File: src/sv/wsd_pkg.sv
`timescale 1ns / 1ps

package wsd_pkg;

    // Parser phases
    typedef enum logic [2:0] {
        PH_HDR1,
        PH_HDR2,
        PH_EXT,
        PH_MASK,
        PH_DATA
    } phase_t;

    // WebSocket opcodes
    localparam logic [3:0] OP_TEXT   = 4'h1;
    localparam logic [3:0] OP_BINARY = 4'h2;
    localparam logic [3:0] OP_CLOSE  = 4'h8;
    localparam logic [3:0] OP_PING   = 4'h9;
    localparam logic [3:0] OP_PONG   = 4'hA;

    // Result kinds
    localparam logic [1:0] KIND_TEXT   = 2'd0;
    localparam logic [1:0] KIND_BINARY = 2'd1;
    localparam logic [1:0] KIND_PING   = 2'd2;
    localparam logic [1:0] KIND_NONE   = 2'd3;

    // Session status codes
    localparam logic [1:0] ST_RUNNING  = 2'd0;
    localparam logic [1:0] ST_CLOSE    = 2'd1;
    localparam logic [1:0] ST_PROTOCOL = 2'd2;
    localparam logic [1:0] ST_TOO_LONG = 2'd3;

    // Length codes of the second header byte
    localparam logic [6:0] LEN7_EXT16   = 7'd126;
    localparam logic [6:0] LEN7_EXT64   = 7'd127;
    localparam logic [3:0] EXT16_BYTES  = 4'd2;
    localparam logic [3:0] EXT64_BYTES  = 4'd8;
    localparam logic [63:0] PING_MAX_LEN = 64'd125;

    localparam logic [31:0] MAX_FRAME_RESET = 32'd65536;
    localparam int          QUEUE_DEPTH_DEFAULT = 4;

    // One result item on its way from the parser to the output
    typedef struct packed {
        logic [1:0] kind;
        logic [7:0] data;
        logic       data_valid;
        logic       last;
        logic [1:0] status;
    } result_t;

endpackage

File: src/sv/websocket_frame_deframer_unit.sv
`timescale 1ns / 1ps
// Channel   Dir  Handshake                 Payload
// s_axis    in   s_tvalid / s_tready       s_tdata[7:0] = rx_byte
// m_axis    out  m_tvalid / m_tready       m_tdata = data, m_tlast = last,
//                                          m_tuser = kind, data_valid, status
// cfg       in   cfg_valid / cfg_ready     cfg_data = max_frame_bytes
//
// One byte is taken per cycle unless the queue is full; the parser decides its
// result in the same cycle and pushes it into a QUEUE_DEPTH-entry result queue.
// s_tready drops only while the result queue is full; m_tvalid shows a
// non-empty queue, so either side may stall on its own.
// Reset clears the parser, the session flag and the queue; max_frame_bytes
// returns to 65536. cfg_ready is always high.

module websocket_frame_deframer_unit
#(
    parameter int QUEUE_DEPTH = wsd_pkg::QUEUE_DEPTH_DEFAULT
)
(
    input  logic        clk,
    input  logic        rst_n,
    input  logic        s_tvalid,
    output logic        s_tready,
    input  logic [7:0]  s_tdata,    // [7:0] rx_byte
    output logic        m_tvalid,
    input  logic        m_tready,
    output logic [7:0]  m_tdata,    // [7:0] data
    output logic        m_tlast,
    output logic [4:0]  m_tuser,    // [1:0] kind, [2] data_valid, [4:3] status
    input  logic        cfg_valid,
    output logic        cfg_ready,
    input  logic [31:0] cfg_data
);

    logic             in_fire;
    logic             cfg_fire;
    logic             res_valid;
    wsd_pkg::result_t res;
    wsd_pkg::result_t head;
    logic             q_full;

    assign s_tready  = !q_full;
    assign in_fire   = s_tvalid && s_tready;
    assign cfg_ready = 1'b1;
    assign cfg_fire  = cfg_valid && cfg_ready;

    // Front: parse and classify each byte
    wsd_parser u_parser
    (
        .clk       (clk),
        .rst_n     (rst_n),
        .in_fire   (in_fire),
        .rx_byte   (s_tdata),
        .cfg_fire  (cfg_fire),
        .cfg_data  (cfg_data),
        .res_valid (res_valid),
        .res       (res)
    );

    // Back: queue results toward the output stream
    wsd_queue #(.DEPTH(QUEUE_DEPTH)) u_queue
    (
        .clk       (clk),
        .rst_n     (rst_n),
        .push      (res_valid),
        .push_data (res),
        .pop       (m_tready),
        .full      (q_full),
        .not_empty (m_tvalid),
        .head      (head)
    );

    // Pack the queue head onto the output stream
    assign m_tdata = head.data;
    assign m_tlast = head.last;
    assign m_tuser = {head.status, head.data_valid, head.kind};

endmodule

File: src/sv/wsd_parser.sv
`timescale 1ns / 1ps

module wsd_parser
(
    input  logic                clk,
    input  logic                rst_n,
    input  logic                in_fire,
    input  logic [7:0]          rx_byte,
    input  logic                cfg_fire,
    input  logic [31:0]         cfg_data,
    output logic                res_valid,
    output wsd_pkg::result_t    res
);

    wsd_pkg::phase_t phase_reg, phase_next;
    logic [3:0]  opcode_reg, opcode_next;
    logic [3:0]  ext_reg, ext_next;
    logic [63:0] len_reg, len_next;
    logic [31:0] key_reg, key_next;
    logic [1:0]  pos_reg, pos_next;
    logic        closed_reg, closed_next;
    logic [31:0] max_reg;

    logic        step;
    logic        hdr1_bad;
    logic [6:0]  len7;
    logic        len7_ext;
    logic [63:0] ext_len;
    logic        ext_done;
    logic        ext_big_bad;
    logic [63:0] chk_len;
    logic        too_long;
    logic        ping_big;
    logic        delivered;
    logic [1:0]  data_kind;
    logic [7:0]  key_byte;
    logic        final_byte;
    logic        mask_done;

    assign step        = in_fire && !closed_reg;
    assign hdr1_bad    = !rx_byte[7] || (rx_byte[6:4] != 3'd0);
    assign len7        = rx_byte[6:0];
    assign len7_ext    = (len7 == wsd_pkg::LEN7_EXT16) || (len7 == wsd_pkg::LEN7_EXT64);
    assign ext_len     = {len_reg[55:0], rx_byte};
    assign ext_done    = (ext_reg <= 4'd1);
    assign ext_big_bad = (ext_reg == wsd_pkg::EXT64_BYTES) && rx_byte[7];
    assign chk_len     = (phase_reg == wsd_pkg::PH_HDR2) ? {57'd0, len7} : ext_len;
    assign too_long    = chk_len > {32'd0, max_reg};
    assign ping_big    = (opcode_reg == wsd_pkg::OP_PING) && (chk_len > wsd_pkg::PING_MAX_LEN);
    assign final_byte  = (len_reg == 64'd1);
    assign mask_done   = (pos_reg == 2'd3);

    // Classify the frame opcode
    always_comb
    begin
        delivered = opcode_reg inside {wsd_pkg::OP_TEXT, wsd_pkg::OP_BINARY, wsd_pkg::OP_PING};
        if (opcode_reg == wsd_pkg::OP_TEXT)
            data_kind = wsd_pkg::KIND_TEXT;
        else if (opcode_reg == wsd_pkg::OP_BINARY)
            data_kind = wsd_pkg::KIND_BINARY;
        else
            data_kind = wsd_pkg::KIND_PING;
    end

    // Select the mask byte for this payload position
    always_comb
    begin
        case (pos_reg)
            2'd0:    key_byte = key_reg[31:24];
            2'd1:    key_byte = key_reg[23:16];
            2'd2:    key_byte = key_reg[15:8];
            default: key_byte = key_reg[7:0];
        endcase
    end

    // Next phase
    always_comb
    begin
        phase_next = phase_reg;
        if (step)
        begin
            case (phase_reg)
                wsd_pkg::PH_HDR1:
                    phase_next = hdr1_bad ? wsd_pkg::PH_HDR1 : wsd_pkg::PH_HDR2;
                wsd_pkg::PH_HDR2:
                begin
                    if (!rx_byte[7])
                        phase_next = wsd_pkg::PH_HDR1;
                    else if (len7_ext)
                        phase_next = wsd_pkg::PH_EXT;
                    else if (too_long)
                        phase_next = wsd_pkg::PH_HDR1;
                    else
                        phase_next = wsd_pkg::PH_MASK;
                end
                wsd_pkg::PH_EXT:
                begin
                    if (ext_big_bad)
                        phase_next = wsd_pkg::PH_HDR1;
                    else if (!ext_done)
                        phase_next = wsd_pkg::PH_EXT;
                    else if (too_long)
                        phase_next = wsd_pkg::PH_HDR1;
                    else
                        phase_next = wsd_pkg::PH_MASK;
                end
                wsd_pkg::PH_MASK:
                begin
                    if (mask_done)
                        phase_next = (len_reg == 64'd0) ? wsd_pkg::PH_HDR1 : wsd_pkg::PH_DATA;
                end
                wsd_pkg::PH_DATA:
                    phase_next = final_byte ? wsd_pkg::PH_HDR1 : wsd_pkg::PH_DATA;
                default:
                    phase_next = wsd_pkg::PH_HDR1;
            endcase
        end
    end

    // Datapath updates and result generation
    always_comb
    begin
        opcode_next = opcode_reg;
        ext_next    = ext_reg;
        len_next    = len_reg;
        key_next    = key_reg;
        pos_next    = pos_reg;
        closed_next = closed_reg;
        res_valid   = 1'b0;
        res         = '{kind: wsd_pkg::KIND_NONE, data: 8'd0, data_valid: 1'b0,
                        last: 1'b0, status: wsd_pkg::ST_RUNNING};
        if (step)
        begin
            case (phase_reg)
                wsd_pkg::PH_HDR1:
                begin
                    if (hdr1_bad)
                    begin
                        closed_next = 1'b1;
                        res_valid   = 1'b1;
                        res.status  = wsd_pkg::ST_PROTOCOL;
                    end
                    else
                        opcode_next = rx_byte[3:0];
                end
                wsd_pkg::PH_HDR2:
                begin
                    if (!rx_byte[7])
                    begin
                        closed_next = 1'b1;
                        res_valid   = 1'b1;
                        res.status  = wsd_pkg::ST_PROTOCOL;
                    end
                    else if (len7_ext)
                    begin
                        len_next = 64'd0;
                        ext_next = (len7 == wsd_pkg::LEN7_EXT64) ? wsd_pkg::EXT64_BYTES
                                                                  : wsd_pkg::EXT16_BYTES;
                    end
                    else
                    begin
                        len_next = chk_len;
                        if (too_long)
                        begin
                            closed_next = 1'b1;
                            res_valid   = 1'b1;
                            res.status  = wsd_pkg::ST_TOO_LONG;
                        end
                        else
                        begin
                            if (ping_big)
                                opcode_next = wsd_pkg::OP_PONG;
                            pos_next = 2'd0;
                            key_next = 32'd0;
                        end
                    end
                end
                wsd_pkg::PH_EXT:
                begin
                    if (ext_big_bad)
                    begin
                        closed_next = 1'b1;
                        res_valid   = 1'b1;
                        res.status  = wsd_pkg::ST_PROTOCOL;
                    end
                    else
                    begin
                        len_next = ext_len;
                        ext_next = (ext_reg != 4'd0) ? ext_reg - 4'd1 : 4'd0;
                        if (ext_done)
                        begin
                            if (too_long)
                            begin
                                closed_next = 1'b1;
                                res_valid   = 1'b1;
                                res.status  = wsd_pkg::ST_TOO_LONG;
                            end
                            else
                            begin
                                if (ping_big)
                                    opcode_next = wsd_pkg::OP_PONG;
                                pos_next = 2'd0;
                                key_next = 32'd0;
                            end
                        end
                    end
                end
                wsd_pkg::PH_MASK:
                begin
                    key_next = {key_reg[23:0], rx_byte};
                    pos_next = pos_reg + 2'd1;
                    // Empty frame ends as soon as the key is complete
                    if (mask_done && (len_reg == 64'd0))
                    begin
                        if (delivered)
                        begin
                            res_valid = 1'b1;
                            res.kind  = data_kind;
                            res.last  = 1'b1;
                        end
                        else if (opcode_reg != wsd_pkg::OP_PONG)
                        begin
                            closed_next = 1'b1;
                            res_valid   = 1'b1;
                            res.status  = (opcode_reg == wsd_pkg::OP_CLOSE) ? wsd_pkg::ST_CLOSE
                                                                            : wsd_pkg::ST_PROTOCOL;
                        end
                    end
                end
                wsd_pkg::PH_DATA:
                begin
                    pos_next = pos_reg + 2'd1;
                    len_next = len_reg - 64'd1;
                    if (delivered)
                    begin
                        res_valid      = 1'b1;
                        res.kind       = data_kind;
                        res.data       = rx_byte ^ key_byte;
                        res.data_valid = 1'b1;
                        res.last       = final_byte;
                    end
                    else if (final_byte && (opcode_reg != wsd_pkg::OP_PONG))
                    begin
                        closed_next = 1'b1;
                        res_valid   = 1'b1;
                        res.status  = (opcode_reg == wsd_pkg::OP_CLOSE) ? wsd_pkg::ST_CLOSE
                                                                        : wsd_pkg::ST_PROTOCOL;
                    end
                end
                default:
                begin
                end
            endcase
        end
    end

    // Hold parser state
    always_ff @(posedge clk or negedge rst_n)
    begin
        if (!rst_n)
        begin
            phase_reg  <= wsd_pkg::PH_HDR1;
            opcode_reg <= 4'd0;
            ext_reg    <= 4'd0;
            len_reg    <= 64'd0;
            key_reg    <= 32'd0;
            pos_reg    <= 2'd0;
            closed_reg <= 1'b0;
            max_reg    <= wsd_pkg::MAX_FRAME_RESET;
        end
        else
        begin
            phase_reg  <= closed_next ? wsd_pkg::PH_HDR1 : phase_next;
            opcode_reg <= opcode_next;
            ext_reg    <= ext_next;
            len_reg    <= len_next;
            key_reg    <= key_next;
            pos_reg    <= pos_next;
            closed_reg <= closed_next;
            if (cfg_fire)
                max_reg <= cfg_data;
        end
    end

    // A closed session stays closed and produces nothing
    a_closed_sticky: assert property (@(posedge clk) disable iff (!rst_n)
        closed_reg |=> closed_reg)
        else $error("session reopened without reset");

    a_closed_silent: assert property (@(posedge clk) disable iff (!rst_n)
        closed_reg |-> !res_valid)
        else $error("result produced after session end");

    a_result_on_byte: assert property (@(posedge clk) disable iff (!rst_n)
        res_valid |-> in_fire)
        else $error("result produced without an input transfer");

endmodule

File: src/sv/wsd_queue.sv
`timescale 1ns / 1ps

module wsd_queue
#(
    parameter int DEPTH = wsd_pkg::QUEUE_DEPTH_DEFAULT
)
(
    input  logic                clk,
    input  logic                rst_n,
    input  logic                push,
    input  wsd_pkg::result_t    push_data,
    input  logic                pop,
    output logic                full,
    output logic                not_empty,
    output wsd_pkg::result_t    head
);

    localparam int PW = (DEPTH > 1) ? $clog2(DEPTH) : 1;
    localparam int CW = $clog2(DEPTH + 1);
    localparam logic [PW-1:0] LAST_PTR = PW'(DEPTH - 1);
    localparam logic [CW-1:0] FULL_CNT = CW'(DEPTH);

    wsd_pkg::result_t mem [DEPTH];
    logic [PW-1:0] wr_ptr_reg, rd_ptr_reg;
    logic [CW-1:0] count_reg;
    logic          do_push, do_pop;

    assign full      = (count_reg == FULL_CNT);
    assign not_empty = (count_reg != '0);
    assign do_push   = push && !full;
    assign do_pop    = pop && not_empty;
    assign head      = mem[rd_ptr_reg];

    // Store pushed results
    always_ff @(posedge clk)
    begin
        if (do_push)
            mem[wr_ptr_reg] <= push_data;
    end

    // Advance pointers and occupancy
    always_ff @(posedge clk or negedge rst_n)
    begin
        if (!rst_n)
        begin
            wr_ptr_reg <= '0;
            rd_ptr_reg <= '0;
            count_reg  <= '0;
        end
        else
        begin
            if (do_push)
                wr_ptr_reg <= (wr_ptr_reg == LAST_PTR) ? '0 : wr_ptr_reg + PW'(1);
            if (do_pop)
                rd_ptr_reg <= (rd_ptr_reg == LAST_PTR) ? '0 : rd_ptr_reg + PW'(1);
            if (do_push && !do_pop)
                count_reg <= count_reg + CW'(1);
            else if (do_pop && !do_push)
                count_reg <= count_reg - CW'(1);
        end
    end

    a_no_overflow: assert property (@(posedge clk) disable iff (!rst_n)
        count_reg <= FULL_CNT)
        else $error("queue occupancy beyond depth");

    a_push_lost: assert property (@(posedge clk) disable iff (!rst_n)
        push |-> !full)
        else $error("result pushed into a full queue");

    a_count_up: assert property (@(posedge clk) disable iff (!rst_n)
        (do_push && !do_pop) |=> count_reg == $past(count_reg) + CW'(1))
        else $error("queue count did not follow a push");

endmodule

File: config.mk
export PLATFORM = sky130hd
export DESIGN_NAME = websocket_frame_deframer_unit
export DESIGN_NICKNAME = d
export VERILOG_FILES = /design/src/sv/wsd_pkg.sv /design/src/sv/websocket_frame_deframer_unit.sv /design/src/sv/wsd_parser.sv /design/src/sv/wsd_queue.sv
export SDC_FILE = /design/constraint.sdc
export NUM_CORES = 1
export LEC_CHECK = 0
export BUFFER_PORTS_ARGS = -buffer_cell sky130_fd_sc_hd__buf_4
export CORE_MARGIN = 1.5
export CORE_UTILIZATION = 56
export CTS_CLUSTER_DIAMETER = 40
export DETAILED_ROUTE_END_ITERATION = 10
export GPL_TIMING_DRIVEN = 0
export PLACE_DENSITY_LB_ADDON = 0.25
export SLEW_MARGIN = 20
export SYNTH_ARGS = -nofsm -noshare
export SYNTH_HDL_FRONTEND = slang
export SYNTH_HIERARCHICAL = 1
export SYNTH_SLANG_ARGS = --single-unit
File: constraint.sdc
create_clock -name clk -period 4.7 [get_ports clk]
set_input_delay 0.94 -clock clk [delete_from_list [all_inputs] [get_ports clk]]
set_output_delay 0.94 -clock clk [all_outputs]
set_load 0.01 [all_outputs]
* Word-level counts from Yosys, hierarchy flattened
Memories as Yosys holds them, arrays and structs flattened.
Cells that the tools add are included.
** Word-level totals
- Flip-flop bits (word level) :: 149
- Memory bits (writable) :: 56
- Input bits :: 45
- Memories :: 1
- Logic and storage cells :: 186
** Memory list
- u_queue.mem :: words 4, bits a word 14, read ports 1, clocked after memory_dff 0, wr ports 1, RTL line wsd_queue.sv:23 : wsd_pkg::result_t mem [DEPTH];
** Operators by class
- Magnitude comparators :: 3
- Add/subtract/negate cells :: 7
- Bitwise gates (word level) :: 1
- Multiplexer cells :: 99
- Reductions and logical operators :: 38
- Eq/ne operators :: 26
** Operators by type and width (count)
- 2-to-1 mux 64 bit :: 4
- case mux 64 bit (3 select lines) :: 1
- 2-to-1 mux 32 bit :: 5
- case mux 32 bit (3 select lines) :: 1
- == test 64 x 1 -> 1 bit, second input constant :: 1
- > comparator 64 x 32 -> 1 bit :: 1
- > comparator 64 x 7 -> 1 bit, second input constant :: 1
- logical NOT 64 bit :: 1
- subtractor 64 x 1 -> 64 bit, second input constant :: 1
- 2-to-1 mux 4 bit :: 12
- 2-to-1 mux 2 bit :: 23
- 2-to-1 mux 3 bit :: 12
- 2-to-1 mux 1 bit :: 28
- case mux 8 bit (3 select lines) :: 1
- nonzero test 3 bit :: 7
- case mux 3 bit (5 select lines) :: 1
- == test 7 bit, second input constant :: 2
- 2-to-1 mux 14 bit :: 1
- == test 4 bit, second input constant :: 3
- 2-to-1 mux 12 bit :: 1
- case mux 4 bit (3 select lines) :: 1
- AND reduction 6 bit :: 2
- logical AND 1 bit :: 10
- case mux 1 bit (5 select lines) :: 2
- 34 further kinds :: 52

* Depth between registers and ports, before layout
- Depth after elaboration :: 13
- Mapped depth :: 21
- Depth with buffers taken out :: 18

* Hierarchy
Netlist, hierarchy kept.
** Modules (own cells, without submodules)
- wsd_parser :: times used 1, area an instance 9127.5 um2, cells each 1110, seq. area each 3554.7 um2
- wsd_queue :: times used 1, area an instance 2492.4 um2, cells each 110, seq. area each 1856.8 um2
- websocket_frame_deframer_unit :: times used 1, area an instance 21.3 um2, cells each 4, seq. area each 0.0 um2

* Worst setup path before layout
No wires, ideal clock.
- Path kind :: reg2reg
- Start :: register u_parser.phase_reg[2]
- End :: register u_queue.count_reg[1]
- Path slack :: 71 ps
- Arrival :: 4504 ps
- Cell stages (with the launch flop) :: 20
- Library setup time :: 125 ps
- Buffers on the path :: 4
- Cell sequence :: dfrtp_1 -> clkbuf_1 -> or3b_2 -> clkbuf_1 -> clkbuf_1 -> and2_1 -> ha_1 -> nand4_1 -> nor4_1 -> o2111ai_1 -> or4_1 -> o31a_2 -> buf_2 -> a21oi_1 -> o31ai_1 -> nor2b_2 -> ha_1 -> inv_1 -> fa_1 -> mux2_2
** Between the ends
- Cells in the longest elaborated chain, start to end :: 12
- Elaborated cells on any way between the ends :: 20
- Classes of those cells :: order compare: 1; eq/ne: 4; mux: 9; reduce/logical: 6
** Ends and longest elaborated chain
- start, declared :: RTL line wsd_parser.sv:15 : wsd_pkg::phase_t phase_reg, phase_next;
- start signal, assigned :: RTL line wsd_parser.sv:262 : phase_reg <= wsd_pkg::PH_HDR1;
- start signal, assigned :: RTL line wsd_parser.sv:273 : phase_reg <= closed_next ? wsd_pkg::PH_HDR1 : phase_next;
- == test 3 x 1 -> 1 bit :: RTL line wsd_parser.sv:47, wsd_parser.sv:134
- 2-to-1 mux 64 bit :: RTL line wsd_parser.sv:47 : assign chk_len = (phase_reg == wsd_pkg::PH_HDR2) ? {57'd0, len7} : ext_len;
- > comparator 64 x 32 -> 1 bit :: RTL line wsd_parser.sv:48 : assign too_long = chk_len > {32'd0, max_reg};
- 2-to-1 mux 1 bit :: RTL line wsd_parser.sv:163, wsd_parser.sv:192
- 2-to-1 mux 1 bit, on equally long branches :: RTL line wsd_parser.sv:190, wsd_parser.sv:154
- 2-to-1 mux 1 bit, on equally long branches :: RTL line wsd_parser.sv:180, wsd_parser.sv:148
- case mux 1 bit (5 select lines) * :: RTL line wsd_parser.sv:134 : case (phase_reg)
- 2-to-1 mux 1 bit * :: RTL line wsd_parser.sv:132 : if (step)
- via res_valid :: RTL line websocket_frame_deframer_unit.sv:37 : logic res_valid;
- logical AND 1 bit * :: RTL line wsd_queue.sv:30 : assign do_push = push && !full;
- via u_queue.do_push :: RTL line wsd_queue.sv:26 : logic do_push, do_pop;
- logical NOT 1 bit :: RTL line wsd_queue.sv:58 : else if (do_pop && !do_push)
- logical AND 1 bit :: RTL line wsd_queue.sv:58
- nonzero test 2 bit (no line)
- end signal, assigned :: RTL line wsd_queue.sv:57 : count_reg <= count_reg + CW'(1);
- end signal, assigned :: RTL line wsd_queue.sv:59 : count_reg <= count_reg - CW'(1);
- end, declared :: RTL line wsd_queue.sv:25 : logic [CW-1:0] count_reg;
The timed path passes the listed nets; every way through them passes the cells marked *.
A chain may end at the register's enable or synchronous reset.

* Final worst setup path
Same ends and word-level chain as after synthesis.

==> out/metrics.yaml <==
avgSynthCellArea_sq_um: 9.51
cp_cell_sequence: "or3b_4 -> clkbuf_8 -> clkbuf_4 -> and2_1 -> ha_1 -> nand4_1 -> nor4_4 -> o2111ai_2 -> or4_4 -> o31a_4 -> a21oi_4 -> o31ai_4 -> nor2b_4 -> ha_2 -> inv_1 -> fa_1 -> mux2_2"
hold_viol: 0
via_per_inst: 6.53
synthArstFlopShare: 0.727
dieArea_sq_um: 21700
p_leak_nw: 5.76
p_per_area_nw_per_um2: 383
htree_levels: 2
finalWirelength_mm: 32.9
drtPass1Iterations: 6
slew_viol_final: 0
rows: 52
wl_met2_mm: 15.8
final_common_cell: "o21ai_0"
die_x_um: 147
worst_path_max_delay_cell: "or4_4"
syn_area_sq_um: 11600
fin_crit_sh: 0.974
setup.worst_path.end_class: "flip-flop"
largest_register_ffs: 64
m1WireLength_mm: 13.2
grt_pass1_wl_mm: 53.2
pin_count: 62
drtIter0Drc: 1245
relSlewSlack: 0.333
syn2layout_area_growth_pct: 18.8
start_util: 0.573
yosysWarnings: 6
cts-buffers-inserted: 35
post_drt_wl_per_cell_um: 20.3
max_freq_ghz: 0.219
most-common-layout-cells: "o21ai_0 (184), dfrtp_1 (147), nand2_1 (117)"
grt_max_degree: 89
worstPathRequired_ns: 5.08
clock-root-buffer: "clkbuf_16"
portBuffers: 58
critPathMaxFanout: 10
placedInstanceArea_sq_um: 12500
hold_buffers: 0
hp-class: "input port to asynchronous set/reset pin"
utilization: 0.681
globalplace.congestion: 0.930
path_buf_inv: 3
placeableCoreArea_sq_um: 20300
diodes: 0
critPathLaunchType: "flip-flop"
overflow: 0
fillers: 1585
dr_wl_met3_mm: 2.65
hpwl_mm: 21.9
num_vias: 10600
clkTransAtPathRegs_ns: 0.06
synthCells: 1224
min_period_ns: 4.58
vdd_drop_max_uv: 283
drive_above_1_share: 0.147
ys_types: 83
antenna_found_initial: 0
critPathMaxStageDelay_ns: 0.46
maxCapViolCount: 0
clock_path_buffers: 3
rsz0062_at_grt: "false"
antenna_left: 0
synthesis.nets: 1313
ys_ff_latch: 205
drc_errors: 0
finalSetupViolations: 0
top_layer_used: "met4"
cts_tree: "done"
grt_pass1_vias: 10400
synthFlopType: "dfrtp_1"
arrival_ns: 4.96
status: "complete, no violations"
path_delay_family: "simple AND/OR/NAND/NOR gates"
skew_ns: 0.0163
ys_seq_area_frac: 0.465
die_y_um: 147
synth_edf_count: 56
worstMarginPinSlew_ns: 0.991
path_class: "flip-flop to flip-flop"
clkLatencyLatePin_ns: 0.50
fin_nets: 1415
grt_usage: 0.307
fin_setup_tns_ns: 0
final_cell_area_sq_um: 13800
clock_sinks: 205
[synthesized netlist by cell type, drive strengths merged, types with 7 or more instances]
cell | number | share of area
a211oi | 7 | 0.0049
a21oi | 63 | 0.027
a221o | 21 | 0.018
a222oi | 8 | 0.0069
a22oi | 40 | 0.026
a32oi | 9 | 0.0068
and2 | 26 | 0.014
buf | 13 | 0.0077
clkbuf | 66 | 0.022
dfrtp | 148 | 0.32
edfxtp | 56 | 0.14
ha | 43 | 0.046
inv | 56 | 0.018
mux2 | 7 | 0.0074
mux4 | 14 | 0.027
nand2 | 118 | 0.039
nand2b | 7 | 0.0038
nand3 | 24 | 0.010
nand4 | 13 | 0.0070
nor2 | 90 | 0.029
nor3 | 43 | 0.019
nor4 | 23 | 0.017
o211ai | 10 | 0.0064
o21ai | 190 | 0.082
o22ai | 8 | 0.0043
o311ai | 8 | 0.0060
or3 | 14 | 0.0080
or4 | 14 | 0.010
xnor2 | 10 | 0.0075
[through the flow]
step                total power, mW  hold WS (ns)  instances  worst slack, ns
floorplan                      2.47         0.464       1224           0.0708
global placement               2.71         0.480       1552            -1.11
detailed placement             2.74         0.494       1553            -1.25
CTS                            5.32         0.388       1617          0.00877
global route                   5.48         0.401       1621           0.0102
finish                         5.29         0.361       1621            0.124
[worst reg2reg max path, delay by kind of cell (launching register included)]
family	cells	cell delay [ns]
compound gates	4	0.64
mux	1	0.27
fa+ha+maj	3	0.89
buf+inv	3	0.44
simple gates	6	1.82
flops	1	0.43
[path summary, 6_finish.rpt]
kind / slack [ns] / endpoint / cells past startpoint / start
worst max register to register: 0.12 / u_queue/count_reg[1] / 17 / u_parser/phase_reg[2]
worst max-delay path: 0.12 / u_queue/count_reg[1] / 17 / u_parser/phase_reg[2]
worst min-delay path: 0.36 / u_parser/key_reg[15] / 1 / rst_n
max in group asynchronous: 3.50 / u_parser/max_reg[16] / 2 / rst_n
min in group clk: 0.50 / u_queue/count_reg[2] / 1 / u_queue/count_reg[2]
worst min register to register: 0.50 / u_queue/count_reg[2] / 1 / u_queue/count_reg[2]
[layer usage]
metal / up-vias / track usage
met5: - / 0
met3: 118 / 0.0556
met1: 5107 / 0.401
met4: 0 / 0.137
met2: 587 / 0.501
li1: 4779 / -
[cells by family after synthesis]
group | Yosys count | share of synthesized area
other cells | 1 | 0.000322
simple gates | 400 | 0.175
flops | 205 | 0.465
compound gates | 402 | 0.217
xor+xnor | 13 | 0.00978
fa+ha+maj | 44 | 0.0479
mux | 24 | 0.0371
buf+inv | 135 | 0.0474
[area by class of cell]
type | count | area (sq um) | area share
inverter | 56 | 210 | 0.0152
clock inverter | 17 | 186 | 0.0135
buffer | 77 | 348 | 0.0252
sequential | 205 | 5410 | 0.391
clock buffer | 45 | 1020 | 0.0735
multi-input combinational | 884 | 5790 | 0.418
timing repair buffer | 67 | 531 | 0.0384
tap | 270 | 338 | 0.0244
[report_power, final]
| group | switching (mW) | total, mW | leakage [nW] | internal (mW) |
|---|---|---|---|---|
| Sequential | 0.0803 | 1.98 | 2.46 | 1.90 |
| Combinational | 0.382 | 0.753 | 2.71 | 0.371 |
| Clock | 0.870 | 2.56 | 0.586 | 1.69 |
[timing repair]
action | in CTS | in global routing
setup endpoints to repair | 69 | 44
gates resized for setup | 18 | 7
pin swaps | 5 | 7
buffers inserted | 4 | 4
No activity file was read; power rests on OpenSTA's default activity.
